## src/sv/v2dc_pkg.sv

```systemverilog
// Package for the streaming valid-region 2D correlator.
// Holds the image and window sizes, the request and result structs and the line types.
// It has no dependencies.
`default_nettype none

package v2dc_pkg;

  localparam int ImageWidth = 32;
  localparam int WindowSize = 3;
  localparam int DataW      = 16;
  localparam int CoefIdxW   = 4;
  localparam int OutPosW    = 5;

  localparam int TapCount = WindowSize * WindowSize;
  localparam int TapW     = (TapCount > 1) ? $clog2(TapCount) : 1;
  localparam int PosW     = $clog2(ImageWidth);
  localparam int SlotW    = (WindowSize > 1) ? $clog2(WindowSize) : 1;

  // Values of the mode field.
  localparam logic ModeCoef  = 1'b0;
  localparam logic ModePixel = 1'b1;

  typedef struct packed {
    logic                       mode;
    logic [CoefIdxW-1:0]        coef_index;
    logic signed [DataW-1:0]    sample_value;
  } in_req_t;

  typedef struct packed {
    logic signed [DataW-1:0]    filtered_value;
    logic [OutPosW-1:0]         out_row;
    logic [OutPosW-1:0]         out_col;
    logic                       frame_last;
  } out_rsp_t;

  // Position fields that ride along with a result through the arithmetic stages.
  typedef struct packed {
    logic [OutPosW-1:0]         out_row;
    logic [OutPosW-1:0]         out_col;
    logic                       frame_last;
  } pos_meta_t;

  // One line buffer entry: the pixel of one column in every row slot.
  typedef logic [WindowSize-1:0][DataW-1:0] line_entry_t;

endpackage

`default_nettype wire

```

## src/sv/v2dc_line_buf.sv

```systemverilog
// Line buffer memory of the correlator: one entry per image column, one slot per kept row.
// Synchronous read from a registered output and one write port; depends on v2dc_pkg.
`default_nettype none

module v2dc_line_buf (
  input  wire                       clk_i,
  input  wire                       rd_en_i,
  input  wire [v2dc_pkg::PosW-1:0]  rd_addr_i,
  output v2dc_pkg::line_entry_t     rd_data_o,
  input  wire                       wr_en_i,
  input  wire [v2dc_pkg::PosW-1:0]  wr_addr_i,
  input  v2dc_pkg::line_entry_t     wr_data_i
);
  import v2dc_pkg::*;

  line_entry_t mem_q [ImageWidth];
  line_entry_t rd_data_q;

  always_ff @(posedge clk_i) begin
    if (wr_en_i) begin
      mem_q[wr_addr_i] <= wr_data_i;
    end
  end

  always_ff @(posedge clk_i) begin
    if (rd_en_i) begin
      rd_data_q <= mem_q[rd_addr_i];
    end
  end

  assign rd_data_o = rd_data_q;

endmodule

`default_nettype wire

```

## src/sv/valid_2d_convolution.sv

```systemverilog
// Streaming valid-region 2D correlator (square kernel, not flipped), top level.
// A pixel's result passes the window, product and row-sum registers and the output register to valid_o.
// Throughput: one request per cycle, pixel or coefficient, as long as results are taken.
// The line buffer is read at acceptance and written back when the pixel leaves stage 1, at another column.
// Reset clears the pipeline valids, the pixel position and the output valid; the line
// buffer, window and coefficients are not cleared, since no valid window reads stale data.
`default_nettype none

module valid_2d_convolution (
  input  wire                 clk_i,
  input  wire                 rst_ni,
  input  wire                 valid_i,
  output logic                stall_o,
  input  v2dc_pkg::in_req_t   in_req_i,
  output logic                valid_o,
  input  wire                 stall_i,
  output v2dc_pkg::out_rsp_t  out_rsp_o
);
  import v2dc_pkg::*;

  // The pipeline moves as one. It only holds when the output register carries a result
  // that is not taken and the last arithmetic stage has another result ready for it.
  logic adv;
  logic accept;
  logic acc_pix;

  // Position of the next pixel; slot_q is the row number modulo the window size, which
  // selects the line buffer slot that the current row overwrites.
  logic [PosW-1:0]  pixel_row_q, pixel_col_q;
  logic [SlotW-1:0] slot_q;

  // Stage 1: the request with its position, while the line buffer read completes.
  logic                s1_valid_q;
  logic                s1_pix_q;
  logic [CoefIdxW-1:0] s1_idx_q;
  logic [DataW-1:0]    s1_val_q;
  logic [PosW-1:0]     s1_row_q, s1_col_q;
  logic [SlotW-1:0]    s1_slot_q;

  // Stage 2: window registers hold the pixel's neighborhood; coefficient loads land here.
  logic                s2_valid_q;
  logic                s2_pix_q;
  logic                s2_res_q;
  logic [CoefIdxW-1:0] s2_idx_q;
  logic [DataW-1:0]    s2_val_q;
  pos_meta_t           s2_meta_q;

  // Stage 3 holds the products, stage 4 the per-row sums.
  logic                s3_res_q;
  pos_meta_t           s3_meta_q;
  logic                s4_res_q;
  pos_meta_t           s4_meta_q;

  logic                out_valid_q;
  out_rsp_t            out_q;

  logic [DataW-1:0] window_q [WindowSize][WindowSize];
  logic [DataW-1:0] coef_q   [TapCount];
  logic [DataW-1:0] prod_q   [WindowSize][WindowSize];
  logic [DataW-1:0] prod_d   [WindowSize][WindowSize];
  logic [DataW-1:0] rowsum_q [WindowSize];
  logic [DataW-1:0] rowsum_d [WindowSize];
  logic [DataW-1:0] total_d;

  line_entry_t      rd_data;
  line_entry_t      wr_data;
  logic [DataW-1:0] new_col [WindowSize];
  logic             wr_en;
  logic             s1_res;
  pos_meta_t        s1_meta;
  logic             s2_load_hit;

  assign adv     = !(out_valid_q && stall_i && s4_res_q);
  assign stall_o = !adv;
  assign accept  = valid_i && adv;
  assign acc_pix = accept && (in_req_i.mode == ModePixel);

  // ------------------------------------------------------------------
  // Pixel position, advanced for every accepted pixel.
  // ------------------------------------------------------------------
  always_ff @(posedge clk_i or negedge rst_ni) begin
    if (!rst_ni) begin
      pixel_row_q <= '0;
      pixel_col_q <= '0;
      slot_q      <= '0;
    end else if (acc_pix) begin
      if (pixel_col_q == PosW'(ImageWidth - 1)) begin
        pixel_col_q <= '0;
        if (pixel_row_q == PosW'(ImageWidth - 1)) begin
          pixel_row_q <= '0;
          slot_q      <= '0;
        end else begin
          pixel_row_q <= pixel_row_q + PosW'(1);
          if (slot_q == SlotW'(WindowSize - 1)) begin
            slot_q <= '0;
          end else begin
            slot_q <= slot_q + SlotW'(1);
          end
        end
      end else begin
        pixel_col_q <= pixel_col_q + PosW'(1);
      end
    end
  end

  // ------------------------------------------------------------------
  // Line buffer. A pixel reads its column when it is accepted and writes the merged
  // entry back when it leaves stage 1. Two pixels in a row never share a column, so the
  // read and the pending write always address different entries.
  // ------------------------------------------------------------------
  assign wr_en = adv && s1_valid_q && s1_pix_q;

  v2dc_line_buf u_line_buf (
    .clk_i     (clk_i),
    .rd_en_i   (acc_pix),
    .rd_addr_i (pixel_col_q),
    .rd_data_o (rd_data),
    .wr_en_i   (wr_en),
    .wr_addr_i (s1_col_q),
    .wr_data_i (wr_data)
  );

  // Stage 1 combinational work: pick the older rows out of the line buffer entry in
  // age order, put the new pixel at the bottom, and form the write-back entry.
  always_comb begin
    logic [SlotW:0] src;
    src = '0;
    for (int ki = 0; ki < WindowSize - 1; ki++) begin
      src = (SlotW + 1)'(s1_slot_q) + (SlotW + 1)'(ki + 1);
      if (src >= (SlotW + 1)'(WindowSize)) begin
        src = src - (SlotW + 1)'(WindowSize);
      end
      new_col[ki] = rd_data[src[SlotW-1:0]];
    end
    new_col[WindowSize-1] = s1_val_q;
    wr_data            = rd_data;
    wr_data[s1_slot_q] = s1_val_q;
  end

  assign s1_res = (s1_row_q >= PosW'(WindowSize - 1)) && (s1_col_q >= PosW'(WindowSize - 1));
  assign s1_meta.out_row    = OutPosW'(s1_row_q - PosW'(WindowSize - 1));
  assign s1_meta.out_col    = OutPosW'(s1_col_q - PosW'(WindowSize - 1));
  assign s1_meta.frame_last = (s1_row_q == PosW'(ImageWidth - 1)) &&
                              (s1_col_q == PosW'(ImageWidth - 1));

  // ------------------------------------------------------------------
  // Stage valids.
  // ------------------------------------------------------------------
  always_ff @(posedge clk_i or negedge rst_ni) begin
    if (!rst_ni) begin
      s1_valid_q <= 1'b0;
      s2_valid_q <= 1'b0;
      s3_res_q   <= 1'b0;
      s4_res_q   <= 1'b0;
    end else if (adv) begin
      s1_valid_q <= accept;
      s2_valid_q <= s1_valid_q;
      s3_res_q   <= s2_valid_q && s2_pix_q && s2_res_q;
      s4_res_q   <= s3_res_q;
    end
  end

  // Stage payloads, all moved together with the valids.
  always_ff @(posedge clk_i) begin
    if (adv) begin
      s1_pix_q  <= (in_req_i.mode == ModePixel);
      s1_idx_q  <= in_req_i.coef_index;
      s1_val_q  <= in_req_i.sample_value;
      s1_row_q  <= pixel_row_q;
      s1_col_q  <= pixel_col_q;
      s1_slot_q <= slot_q;

      s2_pix_q  <= s1_pix_q;
      s2_res_q  <= s1_res;
      s2_idx_q  <= s1_idx_q;
      s2_val_q  <= s1_val_q;
      s2_meta_q <= s1_meta;

      s3_meta_q <= s2_meta_q;
      s4_meta_q <= s3_meta_q;
    end
  end

  // Window: shift one column left and take the new column when a pixel leaves stage 1.
  always_ff @(posedge clk_i) begin
    if (adv && s1_valid_q && s1_pix_q) begin
      for (int ki = 0; ki < WindowSize; ki++) begin
        for (int kj = 0; kj < WindowSize - 1; kj++) begin
          window_q[ki][kj] <= window_q[ki][kj+1];
        end
        window_q[ki][WindowSize-1] <= new_col[ki];
      end
    end
  end

  // ------------------------------------------------------------------
  // Stage 2: coefficient loads and products. A load is written in program order with
  // the pixels around it, since both pass this stage one at a time.
  // ------------------------------------------------------------------
  assign s2_load_hit = s2_valid_q && !s2_pix_q && (32'(s2_idx_q) < 32'(TapCount));

  always_ff @(posedge clk_i) begin
    if (adv && s2_load_hit) begin
      coef_q[TapW'(s2_idx_q)] <= s2_val_q;
    end
  end

  always_comb begin
    logic [2*DataW-1:0] full;
    full = '0;
    for (int ki = 0; ki < WindowSize; ki++) begin
      for (int kj = 0; kj < WindowSize; kj++) begin
        full = window_q[ki][kj] * coef_q[ki * WindowSize + kj];
        prod_d[ki][kj] = full[DataW-1:0];
      end
    end
  end

  always_ff @(posedge clk_i) begin
    if (adv) begin
      prod_q <= prod_d;
    end
  end

  // Stage 3: one sum per kernel row, wrapped to the data width.
  always_comb begin
    for (int ki = 0; ki < WindowSize; ki++) begin
      rowsum_d[ki] = '0;
      for (int kj = 0; kj < WindowSize; kj++) begin
        rowsum_d[ki] = rowsum_d[ki] + prod_q[ki][kj];
      end
    end
  end

  always_ff @(posedge clk_i) begin
    if (adv) begin
      rowsum_q <= rowsum_d;
    end
  end

  // Stage 4: the row sums are added into the output register.
  always_comb begin
    total_d = '0;
    for (int ki = 0; ki < WindowSize; ki++) begin
      total_d = total_d + rowsum_q[ki];
    end
  end

  always_ff @(posedge clk_i or negedge rst_ni) begin
    if (!rst_ni) begin
      out_valid_q <= 1'b0;
    end else if (adv && s4_res_q) begin
      out_valid_q <= 1'b1;
    end else if (!stall_i) begin
      out_valid_q <= 1'b0;
    end
  end

  always_ff @(posedge clk_i) begin
    if (adv && s4_res_q) begin
      out_q.filtered_value <= total_d;
      out_q.out_row        <= s4_meta_q.out_row;
      out_q.out_col        <= s4_meta_q.out_col;
      out_q.frame_last     <= s4_meta_q.frame_last;
    end
  end

  assign valid_o   = out_valid_q;
  assign out_rsp_o = out_q;

`ifndef SYNTHESIS
  // The line buffer read and the write-back never hit the same column.
  assert property (@(posedge clk_i) disable iff (!rst_ni)
    (acc_pix && wr_en) |-> (pixel_col_q != s1_col_q))
    else $error("line buffer read and write collide on one column");

  // A new result appears only after one left the last arithmetic stage.
  assert property (@(posedge clk_i) disable iff (!rst_ni)
    $rose(out_valid_q) |-> $past(s4_res_q))
    else $error("output valid rose without a result from the pipeline");

  // The pipeline holds only while the output register keeps an untaken result.
  assert property (@(posedge clk_i) disable iff (!rst_ni)
    stall_o |-> (out_valid_q && s4_res_q))
    else $error("input stalled without a blocked result");

  // The pixel position and its row slot stay inside the image and the window.
  assert property (@(posedge clk_i) disable iff (!rst_ni)
    (32'(pixel_col_q) < ImageWidth) && (32'(pixel_row_q) < ImageWidth) &&
    (32'(slot_q) < WindowSize))
    else $error("pixel position out of range");
`endif

endmodule

`default_nettype wire

```

## config.mk

```make
export PLATFORM = sky130hd
export DESIGN_NAME = valid_2d_convolution
export DESIGN_NICKNAME = d
export VERILOG_FILES = /design/src/sv/v2dc_pkg.sv /design/src/sv/v2dc_line_buf.sv /design/src/sv/valid_2d_convolution.sv
export SDC_FILE = /design/constraint.sdc
export NUM_CORES = 2
export LEC_CHECK = 0
export ABC_CLOCK_PERIOD_IN_PS = 31700
export BUFFER_PORTS_ARGS = -buffer_cell sky130_fd_sc_hd__buf_2
export CORE_MARGIN = 2
export CORE_UTILIZATION = 30
export DETAILED_ROUTE_END_ITERATION = 10
export GPL_ROUTABILITY_DRIVEN = 0
export GPL_TIMING_DRIVEN = 1
export SLEW_MARGIN = 20
export SYNTH_ARGS = -nofsm -noshare
export SYNTH_HDL_FRONTEND = slang
export SYNTH_SLANG_ARGS = --single-unit
```

## constraint.sdc

```tcl
create_clock -name clk_i -period 31.7 [get_ports clk_i]
set_clock_uncertainty 0.1 [all_clocks]
set_input_delay 6.34 -clock clk_i [delete_from_list [all_inputs] [get_ports clk_i]]
set_output_delay 6.34 -clock clk_i [all_outputs]
set_load 0.05 [all_outputs]
```

==> flow_metrics.tcl <==
set metrics [dict create \
    ys_types 52 \
    fin_nets 9153 \
    yosysWarningCount 0 \
    setup_viol 0 \
    worst_slew_pin_slew_ns 1.225 \
    syn-num-nets 9071 \
    final.period_utilization_pct 42.60 \
    pin_count 54 \
    crit_required_ns 25.26 \
    synth.top_cells.by_area "edfxtp_1 55%, fa_1 13%, mux4_2 9.1%" \
    synth_edf_count 2179 \
    cp.arrival_ns 7.06 \
    crit_top_cell "buf_2" \
    cts_setup_buffers 0 \
    hp-class "register to register" \
    clk_pin_slew_ns 0.06 \
    cts_root_buf "clkbuf_16" \
    p_per_area_nw_per_um2 87.54 \
    drt-wirelength-per-cell_um 21.02 \
    cts.sink_count 2196 \
    numCtsBuffers 210 \
    path_cells "buf_2, nand3_4, inv_1, buf_2" \
    synth_ff_type "edfxtp_1" \
    vias_per_cell 4.714 \
    pre_cts_ws_ns 18.18 \
    crit_path_end_kind "primary output" \
    grt_pass1_vias 67000 \
    syn_to_final_growth_pct 11.31 \
    cts_tree "built" \
    die_area_um2 401000 \
    slowest_delay_ns 0.29 \
    synth_cells 7755 \
    startpoint_type "input pin" \
    maxSlewHeadroom_pct 18.33 \
    grt_start_max_net_pins 113 \
    dr.pass1.iters 5 \
    yosysTopAreaCellShare_pct 55.08 \
    dpl_cell_area_um2 125400 \
    slew_violations 0 \
    cts-resized-gates 0 \
    h-tree-depth 4 \
    dr.first_iter.drc_count 5265 \
    synthArstFlopShare_pct 0.7741 \
    irDropWorstVdd_mv 0.1711 \
    fp.dieW_um 633.2 \
    grt_pass1_wl_mm 423.9 \
    yosysTopAreaCell "edfxtp_1" \
    setup_tns_ns 0 \
    ys_ff_latch 2196 \
    fp.dieH_um 633.2 \
    rsz0062_at_grt "false" \
    leakagePower_nw 48.30 \
    floorplan.initialDensity_pct 30.06 \
    instances_no_fill 13250 \
    ant_nets 0 \
    drive_gt1_share_pct 13.57 \
    vias 62470 \
    fmax_mhz 74.05 \
    final_cell_area_um2 132200 \
    syn_avg_cell_area_um2 15.32 \
    antenna_found_initial 17 \
    hold_viol 0 \
    routed_wl_mm 278.5 \
    critPathMaxFanout 5 \
    critPathTopFamily "buffers and inverters" \
    fin_crit_ns 13.50 \
    path_buf_inv 3 \
    grt_overflow 0 \
    setup_ws_ns 18.20 \
    placed_cells 12870 \
    route.detailed.drc 0 \
    syn_area_um2 118800 \
    cap_viol_max_count 0 \
    core-area_um2 395100 \
    yosysSeqAreaShare_pct 55.44 \
    whs_ns 0.3198 \
    status "complete, no violations" \
    clock_path_buffers 4 \
    portBuffers 53 \
    clk_latency_ns 0.89 \
    rows 231 \
    cts_hold_buf 0 \
    grt_use_total_pct 13.93 \
    path_class "input pin to primary output" \
    detailed_place_hpwl_mm 177.2 \
    crit_slowest_cell "buf_2" \
]
-- synth_stat cells, types with 4 or more instances --
cell type	instances
mux2_2	119
o41ai_1	4
a211oi_1	4
inv_1	1069
buf_2	22
xor2_1	108
o2111ai_1	4
nor4_1	4
or3_1	11
mux4_2	480
o21bai_1	20
clkbuf_1	207
and3_1	12
buf_6	6
and2_1	604
buf_4	11
nand3b_1	4
a31oi_1	13
o211ai_1	9
xnor2_1	311
fa_1	784
nand2b_1	24
dfrtp_1	17
nor2b_1	12
mux2i_1	15
buf_1	20
nand2_1	691
or2_2	6
a21o_1	36
edfxtp_1	2179
nor2_1	111
nor3_1	27
o21ai_0	84
a21oi_1	119
a2111o_1	7
ha_1	507
nand3_1	42
o21a_1	19
o31a_1	6
-- worst paths after layout --
| check | startpoint | to | slack, ns | cells after the start |
|---|---|---|---|---|
| worst max-delay path | stall_i | stall_o | 18.20 | 4 |
| min in group asynchronous | rst_ni | pixel_col_q[3] | 5.28 | 1 |
| max in group asynchronous | rst_ni | pixel_col_q[4] | 25.89 | 1 |
| worst max register to register | coef_q[5][1] | prod_q[61] | 25.68 | 19 |
| worst min register to register | s2_meta_q[4] | s3_meta_q[4] | 0.32 | 0 |
| worst min-delay path | s2_meta_q[4] | s3_meta_q[4] | 0.32 | 0 |
-- stage by stage --
step | utilization (%) | total power [mW]
floorplan | - | 7.595
global placement | 31.75 | 9.062
detailed placement | 31.75 | 9.162
CTS | 33.44 | 11.67
global route | 33.46 | 12.31
finish | 33.46 | 11.57
-- area by class of cell --
class,count,area [um2]
Clock buffer,253,5520
Inverter,1069,4018
Sequential cell,2196,65880
Fill cell,37720,262900
Multi-Input combinational cell,4224,48100
Clock inverter,123,1172
Antenna cell,8,20.02
Timing Repair Buffer,136,945.9
Tap cell,5242,6559
-- where the power goes --
group	leakage, nW	total [mW]	internal, mW	switching (mW)
clock network	3.25	2.48	1.41	1.08
logic	24.7	4.99	2.10	2.89
registers	20.3	4.10	3.87	0.229
total	48.3	11.6	7.38	4.20
-- layout by cell type (no fill, tap or decap), types with 79 or more instances in the layout --
master,count
a21oi_1,119
and2_1,604
buf_4,79
clkbuf_16,213
edfxtp_1,2179
fa_1,784
ha_1,504
inv_1,1067
mux2_2,119
mux4_2,480
nand2_1,691
o21ai_0,84
xnor2_1,311
xor2_1,108
-- registers in the layout, summed over array words and instances (netlist names), 11 cells and up --
signal                cells
s4_meta_q                11
rowsum_q                 48
s2_meta_q                11
out_rsp_o                27
u_line_buf.rd_data_o     48
prod_q                  144
u_line_buf.mem_q       1536
coef_q                  144
window_q                144
s1_val_q                 16
s3_meta_q                11
s2_val_q                 16
-- per-layer routing --
layer | wire length (um) | track usage (%)
met1 | 122700 | 19.25
met2 | 132500 | 22.86
met3 | 16170 | 2.091
met4 | 7073 | 3.703
met5 | 0 | 0
-- worst register-to-register path, cell delays in order, from the launching register on --
cell and delay [ns]:
edfxtp_1 0.68, and2_1 0.29, fa_1 0.54, inv_1 0.06
fa_1 0.45, fa_1 0.54, inv_1 0.04, ha_1 0.28
fa_1 0.48, inv_1 0.05, fa_1 0.47, inv_1 0.04
ha_1 0.20, or3_1 0.34, a2111oi_0 0.50, nor2_1 0.16
a21oi_1 0.19, nor2b_1 0.06, nor2_1 0.12, xnor2_1 0.22
-- cells by family (layout without fill, tap and decap cells) --
kind of cell    count (synthesis)  after routing  share of synthesized area, %
flops                        2196           2196                         55.44
simple gates                 1555           1555                         6.440
buf+inv                      1335           1581                         4.314
fa+ha+maj                    1291           1291                         18.55
mux                           614            614                         10.36
xor+xnor                      419            419                         3.089
compound gates                345            345                         1.804
other cells                     0              8                             0
No activity file was read; power rests on OpenSTA's default activity.
